--- src/rtl/core/crtc_pkg.sv ---
// Shared types, constants and helpers for the line-step CRT controller.
// No dependencies; imported by every module under rtl/core.
package crtc_pkg;

    localparam logic [15:0] ADDR_MASK   = 16'hBF00;
    localparam logic [15:0] ADDR_SELECT = 16'hBC00;
    localparam logic [15:0] ADDR_DATA   = 16'hBD00;

    localparam logic [8:0] ROW_OFFSET  = 9'd32;
    localparam logic [8:0] LINE_LAST   = 9'd312;
    localparam logic [4:0] VSYNC_LEN   = 5'd16;
    localparam logic [7:0] X_CENTER    = 8'd50;
    localparam logic [9:0] X_LIMIT     = 10'd96;

    localparam logic [7:0] MASK_MODE   = 8'hF3;
    localparam logic [7:0] MASK_7BIT   = 8'h7F;
    localparam logic [7:0] MASK_5BIT   = 8'h1F;
    localparam logic [7:0] MASK_6BIT   = 8'h3F;
    localparam logic [7:0] MASK_FULL   = 8'hFF;

    localparam int          NUM_REGS   = 16;

    localparam logic [3:0] REG_H_TOTAL    = 4'd0;
    localparam logic [3:0] REG_H_DISP     = 4'd1;
    localparam logic [3:0] REG_HSYNC_POS  = 4'd2;
    localparam logic [3:0] REG_V_TOTAL    = 4'd4;
    localparam logic [3:0] REG_V_ADJUST   = 4'd5;
    localparam logic [3:0] REG_V_DISP     = 4'd6;
    localparam logic [3:0] REG_VSYNC_POS  = 4'd7;
    localparam logic [3:0] REG_MODE       = 4'd8;
    localparam logic [3:0] REG_MAX_RASTER = 4'd9;
    localparam logic [3:0] REG_CUR_START  = 4'd10;
    localparam logic [3:0] REG_CUR_END    = 4'd11;
    localparam logic [3:0] REG_START_HI   = 4'd12;
    localparam logic [3:0] REG_START_LO   = 4'd13;
    localparam logic [3:0] REG_CURSOR_HI  = 4'd14;

    typedef struct packed {
        logic [7:0] r1;
        logic [7:0] r4;
        logic [7:0] r6;
        logic [7:0] r7;
        logic [7:0] r9;
        logic [7:0] r12;
        logic [7:0] r13;
    } crtc_view_t;

    typedef struct packed {
        logic [8:0]  line_number;
        logic        vsync;
        logic        resync;
        logic        draw_valid;
        logic [8:0]  draw_row;
        logic        border;
        logic [16:0] video_address;
        logic [15:0] raster_bits;
    } crtc_line_t;

    function automatic logic [7:0] write_mask(input logic [3:0] idx);
        logic [7:0] m;
        unique case (idx)
            REG_MODE:                                   m = MASK_MODE;
            REG_V_TOTAL, REG_V_DISP,
            REG_VSYNC_POS, REG_CUR_START:               m = MASK_7BIT;
            REG_V_ADJUST, REG_MAX_RASTER, REG_CUR_END:  m = MASK_5BIT;
            REG_START_HI, REG_CURSOR_HI:                m = MASK_6BIT;
            default:                                    m = MASK_FULL;
        endcase
        return m;
    endfunction

endpackage

--- src/rtl/core/crtc_regs.sv ---
// Register file: select latch, masked data writes and horizontal edge math.
// Depends on crtc_pkg.
module crtc_regs
    import crtc_pkg::*;
(
    input  logic        clk,
    input  logic        rst_n,
    input  logic        wr_en,
    input  logic [15:0] bus_address,
    input  logic [7:0]  bus_data,
    output crtc_view_t  view,
    output logic [6:0]  x_start,
    output logic [6:0]  x_end
);

    logic [7:0] regs_reg [NUM_REGS];
    logic [4:0] sel_reg;
    logic [4:0] sel_next;
    logic       sel_hit;
    logic       data_hit;
    logic       data_wr;
    logic [7:0] data_masked;
    logic [7:0] r1_post;
    logic [7:0] r2_post;
    logic [7:0] x_diff;
    logic [9:0] x_sum;

    assign sel_hit     = wr_en && ((bus_address & ADDR_MASK) == ADDR_SELECT);
    assign data_hit    = wr_en && ((bus_address & ADDR_MASK) == ADDR_DATA);
    assign data_wr     = data_hit && !sel_reg[4];
    assign data_masked = bus_data & write_mask(sel_reg[3:0]);
    assign sel_next    = sel_hit ? bus_data[4:0] : sel_reg;

    always_ff @(posedge clk or negedge rst_n)
    begin
        if (!rst_n)
        begin
            sel_reg <= '0;
            for (int i = 0; i < NUM_REGS; i++)
            begin
                regs_reg[i] <= (i == 0) ? 8'h00 : 8'hFF;
            end
        end
        else
        begin
            sel_reg <= sel_next;
            if (data_wr)
            begin
                regs_reg[sel_reg[3:0]] <= data_masked;
            end
        end
    end

    assign view.r1  = regs_reg[REG_H_DISP];
    assign view.r4  = regs_reg[REG_V_TOTAL];
    assign view.r6  = regs_reg[REG_V_DISP];
    assign view.r7  = regs_reg[REG_VSYNC_POS];
    assign view.r9  = regs_reg[REG_MAX_RASTER];
    assign view.r12 = regs_reg[REG_START_HI];
    assign view.r13 = regs_reg[REG_START_LO];

    // edges reflect the register values after this beat's write
    assign r1_post = (data_wr && sel_reg[3:0] == REG_H_DISP)    ? data_masked
                                                                 : regs_reg[REG_H_DISP];
    assign r2_post = (data_wr && sel_reg[3:0] == REG_HSYNC_POS) ? data_masked
                                                                 : regs_reg[REG_HSYNC_POS];

    always_comb
    begin
        x_diff  = X_CENTER - r2_post;
        x_start = (r2_post < X_CENTER) ? {x_diff[5:0], 1'b0} : 7'd0;
        x_sum   = {3'b000, x_start} + {1'b0, r1_post, 1'b0};
        x_end   = (x_sum > X_LIMIT) ? X_LIMIT[6:0] : x_sum[6:0];
    end

endmodule

--- src/rtl/core/crtc_raster.sv ---
// Raster, character-row, address and vertical sync counters for one line step.
// Depends on crtc_pkg; register values come from crtc_regs.
module crtc_raster
    import crtc_pkg::*;
#(
    parameter int VISIBLE_LINES = 272
)
(
    input  logic       clk,
    input  logic       rst_n,
    input  logic       tick,
    input  crtc_view_t view,
    output crtc_line_t line
);

    logic [4:0]  vcount_reg;
    logic [4:0]  vcount_next;
    logic        vsync_reg;
    logic        vsync_next;
    logic        resync_reg;
    logic        resync_next;
    logic [8:0]  scan_reg;
    logic [8:0]  scan_next;
    logic [4:0]  raster_reg;
    logic [4:0]  raster_next;
    logic [6:0]  row_reg;
    logic [6:0]  row_next;
    logic [15:0] addr_reg;
    logic [15:0] addr_next;
    logic [8:0]  y;
    logic        in_disp;

    always_comb
    begin
        vcount_next = vcount_reg;
        vsync_next  = vsync_reg;
        resync_next = resync_reg;
        scan_next   = scan_reg;
        raster_next = raster_reg;
        row_next    = row_reg;
        addr_next   = addr_reg;
        y           = '0;
        in_disp     = 1'b0;

        line.draw_valid    = 1'b0;
        line.draw_row      = '0;
        line.border        = 1'b0;
        line.video_address = '0;
        line.raster_bits   = '0;

        if (tick)
        begin
            if (vcount_reg != 5'd0)
            begin
                vcount_next = vcount_reg - 5'd1;
                if (vcount_reg == 5'd1)
                begin
                    vsync_next = 1'b0;
                end
            end

            scan_next = scan_reg + 9'd1;

            if ({3'b000, raster_reg} == view.r9)
            begin
                raster_next = '0;
                row_next    = row_reg + 7'd1;
                addr_next   = addr_reg + {8'h00, view.r1};
            end
            else
            begin
                raster_next = raster_reg + 5'd1;
            end

            if ({2'b00, row_next} == ({1'b0, view.r4} + 9'd1))
            begin
                raster_next = '0;
                row_next    = '0;
                addr_next   = {view.r12, view.r13};
            end

            y = scan_next - ROW_OFFSET;

            if ({1'b0, row_next} == view.r7 && raster_next == 5'd0)
            begin
                scan_next   = '0;
                vcount_next = VSYNC_LEN;
                vsync_next  = 1'b1;
                resync_next = 1'b1;
            end
            else if (scan_next >= ROW_OFFSET && y < 9'(VISIBLE_LINES))
            begin
                in_disp            = {1'b0, row_next} < view.r6;
                line.draw_valid    = 1'b1;
                line.draw_row      = y;
                line.border        = !in_disp;
                line.video_address = in_disp ? {addr_next, 1'b0} : 17'd0;
                line.raster_bits   = {raster_next, 11'd0} | {addr_next[13:12], 14'd0};
            end
            else if (scan_next > LINE_LAST)
            begin
                scan_next   = '0;
                resync_next = 1'b0;
            end
        end

        line.line_number = scan_next;
        line.vsync       = vsync_next;
        line.resync      = resync_next;
    end

    always_ff @(posedge clk or negedge rst_n)
    begin
        if (!rst_n)
        begin
            vcount_reg <= VSYNC_LEN;
            vsync_reg  <= 1'b0;
            resync_reg <= 1'b0;
            scan_reg   <= '0;
            raster_reg <= '0;
            row_reg    <= '0;
            addr_reg   <= '0;
        end
        else
        begin
            vcount_reg <= vcount_next;
            vsync_reg  <= vsync_next;
            resync_reg <= resync_next;
            scan_reg   <= scan_next;
            raster_reg <= raster_next;
            row_reg    <= row_next;
            addr_reg   <= addr_next;
        end
    end

`ifndef ASSERT_OFF
    a_vsync_counts: assert property (@(posedge clk) disable iff (!rst_n)
        vsync_reg |-> (vcount_reg != 5'd0))
        else $error("vsync active with countdown at zero");

    a_vcount_range: assert property (@(posedge clk) disable iff (!rst_n)
        vcount_reg <= VSYNC_LEN)
        else $error("vsync countdown above sync length");

    a_scan_range: assert property (@(posedge clk) disable iff (!rst_n)
        scan_reg <= LINE_LAST)
        else $error("scan line past frame end");
`endif

endmodule

--- src/rtl/core/crt_controller_line_step.sv ---
// Top level of the line-step CRT controller: input and result registers.
// Depends on crtc_pkg, crtc_regs and crtc_raster.
//
// Usage:
//   Input channel (in_valid / in_stall) carries one beat per item: kind 0 is
//   a bus write (bus_address masked with 0xBF00; 0xBC00 selects a register,
//   0xBD00 writes it), kind 1 is one scanline tick.
//   Output channel (out_valid / out_stall) returns exactly one result beat
//   per input beat, in order, showing the state after that item.
//   The input register loads at the accepting edge; the result register
//   loads from it when it is free (not held by out_stall). Throughput: one
//   item per cycle while out_stall is low; the counters and the register
//   file update from the input register at the edge that loads the result.
//   When out_stall holds a result, at most one more item is taken into the
//   input register; after that in_stall rises until the result is taken.
//   Reset (rst_n low, asynchronous) empties both stages, loads register 0
//   with 0 and all others with 0xFF, clears the counters and sets the sync
//   countdown to 16. No clearing pass is needed.
//   VISIBLE_LINES (1 to 280) sets how many lines from line 32 on request drawing.
module crt_controller_line_step
    import crtc_pkg::*;
#(
    parameter int VISIBLE_LINES = 272
)
(
    input  logic        clk,
    input  logic        rst_n,

    input  logic        in_valid,
    output logic        in_stall,
    input  logic        kind,
    input  logic [15:0] bus_address,
    input  logic [7:0]  bus_data,

    output logic        out_valid,
    input  logic        out_stall,
    output logic [8:0]  line_number,
    output logic        vsync,
    output logic        resync,
    output logic        draw_valid,
    output logic [8:0]  draw_row,
    output logic        border,
    output logic [16:0] video_address,
    output logic [15:0] raster_bits,
    output logic [6:0]  x_start,
    output logic [6:0]  x_end
);

    logic        s1_valid_reg;
    logic        s1_valid_next;
    logic        s1_kind_reg;
    logic [15:0] s1_addr_reg;
    logic [7:0]  s1_data_reg;

    logic        out_valid_reg;
    logic        out_valid_next;
    crtc_line_t  out_line_reg;
    logic [6:0]  out_xs_reg;
    logic [6:0]  out_xe_reg;

    logic        out_free;
    logic        s1_move;
    logic        in_take;

    crtc_view_t  view;
    crtc_line_t  line;
    logic [6:0]  xs;
    logic [6:0]  xe;

    assign out_free = !out_valid_reg || !out_stall;
    assign s1_move  = s1_valid_reg && out_free;
    assign in_stall = s1_valid_reg && !out_free;
    assign in_take  = in_valid && !in_stall;

    assign s1_valid_next  = in_take || (s1_valid_reg && !s1_move);
    assign out_valid_next = s1_move || (out_valid_reg && out_stall);

    crtc_regs u_regs (
        .clk         (clk),
        .rst_n       (rst_n),
        .wr_en       (s1_move && !s1_kind_reg),
        .bus_address (s1_addr_reg),
        .bus_data    (s1_data_reg),
        .view        (view),
        .x_start     (xs),
        .x_end       (xe)
    );

    crtc_raster #(
        .VISIBLE_LINES (VISIBLE_LINES)
    ) u_raster (
        .clk   (clk),
        .rst_n (rst_n),
        .tick  (s1_move && s1_kind_reg),
        .view  (view),
        .line  (line)
    );

    always_ff @(posedge clk or negedge rst_n)
    begin
        if (!rst_n)
        begin
            s1_valid_reg  <= 1'b0;
            out_valid_reg <= 1'b0;
        end
        else
        begin
            s1_valid_reg  <= s1_valid_next;
            out_valid_reg <= out_valid_next;
        end
    end

    always_ff @(posedge clk)
    begin
        if (in_take)
        begin
            s1_kind_reg <= kind;
            s1_addr_reg <= bus_address;
            s1_data_reg <= bus_data;
        end
        if (s1_move)
        begin
            out_line_reg <= line;
            out_xs_reg   <= xs;
            out_xe_reg   <= xe;
        end
    end

    assign out_valid     = out_valid_reg;
    assign line_number   = out_line_reg.line_number;
    assign vsync         = out_line_reg.vsync;
    assign resync        = out_line_reg.resync;
    assign draw_valid    = out_line_reg.draw_valid;
    assign draw_row      = out_line_reg.draw_row;
    assign border        = out_line_reg.border;
    assign video_address = out_line_reg.video_address;
    assign raster_bits   = out_line_reg.raster_bits;
    assign x_start       = out_xs_reg;
    assign x_end         = out_xe_reg;

`ifndef ASSERT_OFF
    a_stall_cause: assert property (@(posedge clk) disable iff (!rst_n)
        in_stall |-> (out_valid_reg && out_stall && s1_valid_reg))
        else $error("input stalled without a blocked result");

    a_move_fills: assert property (@(posedge clk) disable iff (!rst_n)
        s1_move |=> out_valid_reg)
        else $error("moved beat did not reach the result register");

    a_draw_row: assert property (@(posedge clk) disable iff (!rst_n)
        (out_valid_reg && out_line_reg.draw_valid) |->
            (out_line_reg.line_number >= ROW_OFFSET &&
             out_line_reg.draw_row == out_line_reg.line_number - ROW_OFFSET))
        else $error("draw row does not match line number");
`endif

endmodule

--- config.mk ---
export PLATFORM = sky130hd
export DESIGN_NAME = crt_controller_line_step
export DESIGN_NICKNAME = d
export VERILOG_FILES = /design/src/rtl/core/crtc_pkg.sv /design/src/rtl/core/crtc_regs.sv /design/src/rtl/core/crtc_raster.sv /design/src/rtl/core/crt_controller_line_step.sv
export SDC_FILE = /design/constraint.sdc
export NUM_CORES = 1
export LEC_CHECK = 0
export BUFFER_PORTS_ARGS = -buffer_cell sky130_fd_sc_hd__buf_4
export CAP_MARGIN = 20
export CORE_ASPECT_RATIO = 0.75
export CORE_UTILIZATION = 43
export CTS_BUF_LIST = sky130_fd_sc_hd__clkbuf_4 sky130_fd_sc_hd__clkbuf_8
export CTS_CLUSTER_SIZE = 16
export DETAILED_ROUTE_END_ITERATION = 8
export GPL_TIMING_DRIVEN = 0
export HOLD_SLACK_MARGIN = 0.08
export MAX_ROUTING_LAYER = met4
export SKIP_CTS_REPAIR_TIMING = 1
export SLEW_MARGIN = 20
export SYNTH_ARGS = -nofsm -noshare
export SYNTH_HDL_FRONTEND = slang
export SYNTH_SLANG_ARGS = --single-unit
--- constraint.sdc ---
create_clock -name clk -period 13.86 [get_ports clk]
set_input_delay 0.693 -clock clk [delete_from_list [all_inputs] [get_ports clk]]
set_output_delay 0.693 -clock clk [all_outputs]
set_load 0.02 [all_outputs]
==> impl_metrics.tcl, run 1 <==
set metrics [dict create \
    fp-row-count 46 \
    final_core_util_pct 51.3 \
    synth_area_leaders "edfxtp_1 22%, dfstp_2 18%, dfrtp_1 13%, mux2_2 6.1%, ha_1 4.2%" \
    ant_nets 0 \
    synth_top_family_by_area "simple AND/OR/NAND/NOR gates" \
    ir_drop_uv 62.4 \
    worst_hold_path_type "input pin to asynchronous set/reset pin" \
    wl_per_cell_um 16.8 \
    antenna_found_initial 0 \
    pwr_density_cell_mw_per_mm2 131 \
    worstMarginPinSlew_ns 0.903 \
    first_global_vias 6206 \
    required_ns 14.10 \
    largest_register_ffs 56 \
    syn-instance-count 869 \
    skew_ns 0.0175 \
    setup_tns_ns 0 \
    path_class "flip-flop to flip-flop" \
    synthAdderAreaFrac_pct 4.60 \
    leakage_uw 0.00464 \
    grt_max_degree 77 \
    via_per_inst 5.25 \
    yosysMostFrequentCell "nand2_1" \
    io_buffers 76 \
    drt_iter0_drc 447 \
    yosysTopAreaCell "edfxtp_1" \
    fin_crit_sh_pct 39.8 \
    cts.sinks 186 \
    grt_setup_unrepaired "no" \
    synthMuxAreaShare_pct 6.68 \
    wl_mm 21.5 \
    die_y_um 131 \
    cts_tree "built" \
    slew_headroom_pct 39.6 \
    cts_max_level 4 \
    coreArea_mm2 0.0215 \
    syn_area_mm2 0.00957 \
    outcome "completed" \
    fmax_ghz 0.181 \
    clk_latency_ns 0.48 \
    crit_arrival_ns 5.76 \
    period_needed_ns 5.52 \
    synth_top_area_share_pct 22.3 \
    cts_buffers 17 \
    grt_pass1_wl_mm 34.8 \
    syn_area_per_cell_um2 11.0 \
    ys_ff_latch 186 \
    hold_violations 0 \
    worst_setup_path_end_kind "flip-flop" \
    firstDrtPassIters 5 \
    synth_xor_area_share_pct 5.92 \
    critPathMaxFanout 10 \
    start_kind "flip-flop" \
    fin_nets 1041 \
    fp.dieW_um 174 \
    place_congestion 0.851 \
    die_area_mm2 0.0229 \
    root_buffer "clkbuf_8" \
    synth_edf_count 71 \
    yosysWarnings 0 \
    fillers 1947 \
    dp_hpwl_mm 15.2 \
    start_util_pct 44.6 \
    areaGrowthSynthToFinish_pct 15.0 \
    netlist-cell-type-count 72 \
    synth-compound-area-share_pct 11.2 \
    drv_cap 0 \
    postLayoutCellArea_mm2 0.0110 \
    ys.flop_type "edfxtp_1" \
    slew_viol_final 0 \
    place_area_mm2 0.0106 \
    drcViolationCount 0 \
    synthSimpleGateAreaFrac_pct 13.9 \
    async_flop_share_pct 61.8 \
    diodes 0 \
    cts_buffer_depth 2 \
    grt_use_total_pct 20.1 \
    synthTopCellsByCount "84 x nand2_1, 72 x nor2_1, 71 x edfxtp_1" \
    ys_seq_area_share_pct 53.2 \
    cts.reportedPaths.clkPinSlew_ns 0.11 \
    vias 6714 \
    setup_viol 0 \
    layout-drive-gt1-share_pct 26.8 \
    grt-ovfl-total 0 \
    num_io_pins 100 \
]
-- cells in the final DEF, fill, tap and decap left out, types with 26 or more instances in the layout --
cell,n
nor2_1,72
buf_4,92
xnor2_1,40
inv_1,42
a21oi_1,26
nand2_1,84
dfstp_2,65
mux2_2,52
edfxtp_1,71
ha_1,32
dfrtp_1,50
nand3_1,31
o21ai_0,56
-- through the flow --
| step | hold WS [ns] | cells | total power [µW] | setup WS, ns |
|---|---|---|---|---|
| after floorplan | 0.397 | 882 | 930 | 8.82 |
| after global placement | 0.460 | 1246 | 1060 | 8.07 |
| after detailed placement | 0.466 | 1247 | 1060 | 8.00 |
| after CTS | 0.111 | 1279 | 1460 | 8.34 |
| after global routing | 0.112 | 1279 | 1520 | 7.91 |
| final | 0.114 | 1279 | 1450 | 8.34 |
-- cell families after synthesis --
logic type               after synthesis
flip-flops                           186
AND/OR/NAND/NOR                      275
adder cells (fa/ha/maj)               34
multiplexers                          57
AO/OA/AOI/OAI                        165
buffers and inverters                 92
other                                  1
XOR/XNOR                              59
-- area by class of cell --
type / instances / area (µm²) / share of cell area [%]
Clock inverter: 15 / 190 / 1.73
Timing Repair Buffer: 77 / 602 / 5.47
Tap cell: 288 / 360 / 3.27
Multi-Input combinational cell: 604 / 4100 / 37.3
Clock buffer: 17 / 234 / 2.13
Sequential cell: 186 / 5090 / 46.3
Buffer: 48 / 258 / 2.34
Inverter: 44 / 168 / 1.52
-- report_power, final --
part / internal [µW] / switching, µW / total (µW)
clock: 157 / 232 / 389
combinational: 135 / 259 / 393
sequential: 623 / 40.2 / 663
total: 914 / 531 / 1450
-- worst max-delay path: stages (launching register included) --
cell,delay (ns)
dfrtp_1,0.42
a21bo_1,0.25
or4_1,0.61
nor4b_2,0.46
nand2_2,0.28
mux2i_2,0.37
nand3_1,0.13
a311o_1,0.45
nor2_1,0.24
ha_1,0.21
inv_1,0.06
fa_1,0.40
inv_1,0.07
a21oi_1,0.06
o21bai_1,0.20
xor2_1,0.12
o41a_1,0.15
a21oi_1,0.17
a21oi_1,0.06
o22ai_1,0.23
nand2_1,0.10
or2_1,0.21
-- routing by layer --
metal	wire length (µm)	GRT usage, %	vias to the layer above
met5	0	-	-
met4	265	4.87	0
met3	924	3.24	27
met2	8890	26.9	167
met1	11500	31.2	3234
li1	-	-	3286
-- path summary, 6_finish.rpt --
check	slack, ns	end	start	cells past startpoint
hold reg to reg	0.49	u_raster.resync_reg	u_raster.resync_reg	1
setup / recovery	8.34	x_end[5]	out_valid	21
max in group asynchronous	12.98	u_regs.view[13]	rst_n	2
min in group clk	0.38	s1_addr_reg[11]	bus_address[11]	1
setup reg to reg	8.34	x_end[5]	out_valid	21
hold / removal	0.11	u_regs.sel_reg[0]	rst_n	1
Power figures use the tool's default switching activity.
==> run 2, diff against run 1 <==
==> constraint.sdc (replaced) <==
create_clock -name clk -period 4.5 [get_ports clk]
set_input_delay 0.225 -clock clk [delete_from_list [all_inputs] [get_ports clk]]
set_output_delay 0.225 -clock clk [all_outputs]
set_load 0.02 [all_outputs]
==> run 2 against run 1 <==
The flow now finishes with violations (negative setup slack); clock power rose to 2.8 times the previous value; combinational power rose to 3.4 times the previous value; power increased to 3.1 times the previous value; final area rose by 4.6%; register-to-register slack got worse by 8.7 ns; setup slack lost 8.7 ns; sequential power grew to 3.1 times the previous value; wire length grew 3.0%; largest cell class unchanged; largest power group unchanged.
==> impl_metrics.tcl, run 2 (same netlist as run 1, synthesis figures left out) <==
set metrics [dict create \
    outcome "finished with violations" \
    violations "negative setup slack" \
    coreArea_mm2 0.0215 \
    slew_viol_final 0 \
    final_core_util_pct 53.6 \
    fp-row-count 46 \
    cts_max_level 4 \
    cts.reportedPaths.clkPinSlew_ns 0.10 \
    skew_ns 0.0274 \
    firstDrtPassIters 5 \
    num_io_pins 100 \
    slew_headroom_pct 37.7 \
    seq_area_mm2 0.00509 \
    max_stage_delay_ns 0.55 \
    critPathMaxFanout 5 \
    multi_input_area_mm2 0.00434 \
    worst_hold_path_type "input pin to asynchronous set/reset pin" \
    worst_setup_path_end_kind "flip-flop" \
    final_cell_mix "104 x buf_4, 83 x nand2_1, 71 x edfxtp_1" \
    holdWs_ns 0.251 \
    largest_register_ffs 56 \
    grt_setup_unrepaired "yes" \
    dp_hpwl_mm 15.3 \
    grt-ovfl-total 0 \
    clk_latency_ns 0.49 \
    ant_nets 0 \
    hold_violations 0 \
    crit_arrival_ns 5.14 \
    start_util_pct 44.6 \
    cts.sinks 186 \
    ir_drop_uv 205 \
    pwr_density_cell_mw_per_mm2 386 \
    first_global_vias 6208 \
    worstMarginPinSlew_ns 0.930 \
    wl_mm 22.2 \
    cts_tree "built" \
    antenna_found_initial 0 \
    layout-drive-gt1-share_pct 30.9 \
    startpoint "out_valid" \
    drv_cap 0 \
    grt_max_degree 65 \
    path_class "flip-flop to flip-flop" \
    crit_chain "a21bo_4 -> or4_4 -> nor4b_4 -> buf_6 -> nand2_8 -> nand2_1 -> o21a_1 -> nand3_2 -> a311o_1 -> nor2_2 -> ha_2 -> inv_2 -> fa_2 -> inv_2 -> o41a_1 -> nor2_1 -> a31oi_1 -> o22ai_2 -> nand2_1 -> or2_1" \
    leakage_uw 0.00484 \
    root_buffer "clkbuf_8" \
    regToRegStartpoint "out_valid" \
    diodes 0 \
    fmax_ghz 0.204 \
    period_needed_ns 4.90 \
    setup_viol 5 \
    cp_top_family "simple AND/OR/NAND/NOR gates" \
    grt_pass1_wl_mm 34.9 \
    fin_crit_sh_pct 109 \
    via_per_inst 5.20 \
    required_ns 4.74 \
    fp.dieW_um 174 \
    setup_tns_ns -1.73 \
    die_y_um 131 \
    layout_commonest_cell "buf_4" \
    critPathSlowestCell "or4_4" \
    grt_use_total_pct 20.4 \
    fin_nets 1075 \
    worst_slack_ns -0.399 \
    cp.buffers_inverters 3 \
    areaGrowthSynthToFinish_pct 20.4 \
    fin_total_pwr_uw 4450 \
    start_kind "flip-flop" \
    cts_buffer_depth 2 \
    io_buffers 76 \
    fillers 1913 \
    vias 6826 \
    drt_iter0_drc 543 \
    cts_buffers 17 \
    drcViolationCount 0 \
    wl_per_cell_um 16.9 \
    place_congestion 0.857 \
    die_area_mm2 0.0229 \
]
==> run 2: area by class of cell <==
class | count | share of cell area (%)
well taps | 288 | 3.13
clock inverters | 14 | 1.15
inverters | 44 | 1.46
repair buffers | 110 | 7.84
plain buffers | 48 | 2.42
flip-flops and latches | 186 | 44.2
multi-input cells | 605 | 37.7
clock buffers | 18 | 2.10
==> run 2: path summary, 6_finish.rpt <==
check                                          to  slack (ns)  cells after the start
worst min-delay path            u_regs.sel_reg[0]        0.25                      2
max in group asynchronous         u_regs.view[15]        3.51                      3
worst max register to register           x_end[5]       -0.40                     20
worst min register to register     u_regs.view[2]        0.49                      2
worst max-delay path                     x_end[5]       -0.40                     20
min in group clk                u_regs.sel_reg[2]        0.42                      5
==> run 2: metal layers <==
metal,share of wire [%],up-vias,GRT usage (%)
met5,0,-,-
met2,42,164,27.1
met3,4.7,14,3.96
met1,52,3303,31.4
li1,-,3345,-
met4,0.77,0,4.78
==> run 2: power breakdown <==
| group | switching (µW) | internal, µW |
|---|---|---|
| clock | 676 | 414 |
| sequential | 124 | 1920 |
| combinational | 827 | 492 |
==> run 2: stage by stage <==
step | cell area (µm²) | setup slack [ns] | cells
after global placement | 10600 | -0.677 | 1246
after floorplan | 9650 | -0.0715 | 882
after CTS | 11000 | -0.694 | 1279
after global routing | 11500 | -0.588 | 1313
after detailed placement | 10600 | -0.651 | 1247
final | 11500 | -0.399 | 1313
==> run 3, diff against run 2 <==
--- a/config.mk
+++ b/config.mk
@@ -5,6 +5,7 @@
 export SDC_FILE = /design/constraint.sdc
 export NUM_CORES = 1
 export LEC_CHECK = 0
+export ABC_AREA = 1
 export BUFFER_PORTS_ARGS = -buffer_cell sky130_fd_sc_hd__buf_4
 export CAP_MARGIN = 20
 export CORE_ASPECT_RATIO = 0.75
@@ -15,6 +16,7 @@
 export GPL_TIMING_DRIVEN = 0
 export HOLD_SLACK_MARGIN = 0.08
 export MAX_ROUTING_LAYER = met4
+export RECOVER_POWER = 25
 export SKIP_CTS_REPAIR_TIMING = 1
 export SLEW_MARGIN = 20
 export SYNTH_ARGS = -nofsm -noshare
==> run 3 against run 2 <==
The flow finishes with violations (max-capacitance violations, max-slew violations); worst hold slack better by 0.21 ns; wire length up 1.1%; sequential share of layout area rose by 0.56 points; die area is 0.75% higher; sequential power increased by 2%; clock-buffer cell count shrank 1; register-to-register slack improved by 0.73 ns; final area decreased by 1.3%; core utilization fell by 2.1 points; clock power increased by 6%; non-clock buffer count down 14; clock skew is 0.013 ns lower; critical path type unchanged; largest cell class unchanged; largest power group is now combinational logic.
==> impl_metrics.tcl, run 3 <==
set metrics [dict create \
    yosysWarnings 0 \
    async_flop_share_pct 61.8 \
    setup_viol 0 \
    num_io_pins 100 \
    slew_viol_final 36 \
    yosysTopAreaCell "edfxtp_1" \
    netlist-cell-type-count 45 \
    areaGrowthSynthToFinish_pct 17.9 \
    fin_crit_sh_pct 92.5 \
    firstDrtPassIters 5 \
    worstMarginPinSlew_ns 2.26 \
    crit_arrival_ns 4.39 \
    final_cells 1511 \
    place_area_mm2 0.0107 \
    fin_total_pwr_uw 5510 \
    antenna_found_initial 0 \
    io_buffers 76 \
    wl_per_cell_um 14.8 \
    required_ns 4.73 \
    cts.sinks 186 \
    dp_hpwl_mm 16.0 \
    cts_tree "built" \
    ys.flop_type "edfxtp_1" \
    critPathMaxFanout 10 \
    worst_hold_path_type "flip-flop to flip-flop" \
    synthTopCellsByCount "274 x nand2_1, 131 x o21ai_0, 123 x inv_1" \
    hold_violations 0 \
    ys_seq_area_share_pct 52.8 \
    fin_nets 1267 \
    root_buffer "clkbuf_8" \
    cts_buffers 17 \
    dp.cells 1456 \
    via_per_inst 4.90 \
    ir_drop_uv 270 \
    cts_buffer_depth 2 \
    cts.reportedPaths.clkPinSlew_ns 0.11 \
    outcome "finished with violations" \
    cts_max_level 4 \
    die_area_mm2 0.0230 \
    synth_edf_count 71 \
    synth_area_leaders "edfxtp_1 22%, dfstp_2 18%, dfrtp_1 13%, nand2_1 11%, o21ai_0 6.8%" \
    slew_headroom_pct -50.8 \
    yosysMostFrequentCell "nand2_1" \
    grt_max_degree 81 \
    syn-instance-count 1070 \
    start_util_pct 43.7 \
    grt_pass1_wl_mm 36.5 \
    place_congestion 0.878 \
    holdWs_ns 0.458 \
    largest_register_ffs 56 \
    syn_area_mm2 0.00964 \
    vias 7403 \
    period_needed_ns 4.16 \
    pwr_density_cell_mw_per_mm2 484 \
    synth_top_area_share_pct 22.1 \
    layout_commonest_cell "nand2_1" \
    fp.dieW_um 175 \
    syn_area_per_cell_um2 9.01 \
    ys_ff_latch 186 \
    fmax_ghz 0.240 \
    skew_ns 0.0147 \
    violations "max-capacitance violations, max-slew violations" \
    start_kind "flip-flop" \
    drcViolationCount 0 \
    grt-ovfl-total 0 \
    drv_cap 1 \
    layout-drive-gt1-share_pct 22.2 \
    path_class "flip-flop to flip-flop" \
    clk_latency_ns 0.48 \
    postLayoutCellArea_mm2 0.0114 \
    ant_nets 0 \
    drt_iter0_drc 686 \
    fp-row-count 47 \
    diodes 0 \
    die_y_um 132 \
    grt_use_total_pct 21.0 \
    final_core_util_pct 51.6 \
    coreArea_mm2 0.0221 \
    first_global_vias 6867 \
    final_cell_mix "271 x nand2_1, 128 x o21ai_0, 119 x inv_1" \
    leakage_uw 0.00502 \
    worst_setup_path_end_kind "flip-flop" \
    wl_mm 22.4 \
]
run 3: cell count changes in the layout (fill, tap and decap cells not counted), sizes merged, moves of 13 or more:
cell	delta
and3	-14
o21ai	+78
nand3b	+13
inv	+89
nand2	+195
buf	-23
xnor2	-33
mux2	-52
run 3: critical path, cell delays in order, from the launching register on:
cell	delay (ns)
dfrtp_1	0.41
nand2_2	0.10
inv_2	0.06
nor3_4	0.14
and2_1	0.15
nand2_1	0.09
inv_2	0.10
nand4_1	0.13
buf_4	0.19
o21ai_2	0.14
inv_1	0.09
nor2_2	0.14
nand2_1	0.06
nand3_1	0.11
nand2_4	0.10
nor2_4	0.11
ha_1	0.17
inv_1	0.05
fa_1	0.38
nand3b_1	0.17
and2_1	0.17
nor2_1	0.10
o21ai_0	0.10
o21ai_0	0.17
o211ai_1	0.13
a31oi_2	0.25
nand2_1	0.09
run 3: layout make-up:
cell class	instances	area (µm²)
buffer	42	278
clock buffer	17	234
clock inverter	15	154
fill	2032	10700
inverter	131	492
multi-input combinational	724	3900
sequential	186	5090
tap	294	368
timing repair buffer	102	855
run 3: power by group:
| part | internal (µW) | total (µW) | switching [µW] |
|---|---|---|---|
| Combinational | 747 | 2270 | 1520 |
| Clock | 462 | 1150 | 688 |
| Sequential | 1950 | 2090 | 144 |
| Total | 3160 | 5510 | 2350 |
run 3: logic make-up after synthesis:
family | count (synthesis) | share of synthesized area, %
AO/OA/AOI/OAI | 175 | 9.58
XOR/XNOR | 32 | 2.91
adder cells (fa/ha/maj) | 34 | 4.57
buffers and inverters | 173 | 7.96
flip-flops | 186 | 52.8
other | 1 | 0.0389
AND/OR/NAND/NOR | 469 | 22.1
run 3: path summary, 6_finish.rpt:
kind | startpoint | endpoint | slack (ns) | depth (start not counted)
worst min-delay path | u_regs.view[23] | u_regs.view[23] | 0.46 | 2
worst max-delay path | out_valid | x_end[5] | 0.34 | 26
worst min register to register | u_regs.view[23] | u_regs.view[23] | 0.46 | 2
max in group asynchronous | rst_n | u_raster.scan_reg[2] | 2.25 | 2
min in group asynchronous | rst_n | u_raster.row_reg[3] | 0.96 | 2
worst max register to register | out_valid | x_end[5] | 0.34 | 26
run 3: per-stage QoR:
stage	setup WS [ns]	setup TNS, ns
3_5_place_dp	-0.212	-1.09
4_1_cts	-0.272	-1.41
3_3_place_gp	-2.23	-183.67
5_1_grt	-0.0382	-0.0606
6_report	0.335	0
2_1_floorplan	0.291	0
run 3: layer usage:
layer	share of wire [%]	vias up	GRT usage, %
met2	43	155	29.4
li1	-	3766	-
met5	0	-	-
met1	52	3462	31.2
met4	1.1	0	5.56
met3	3.8	20	3.79
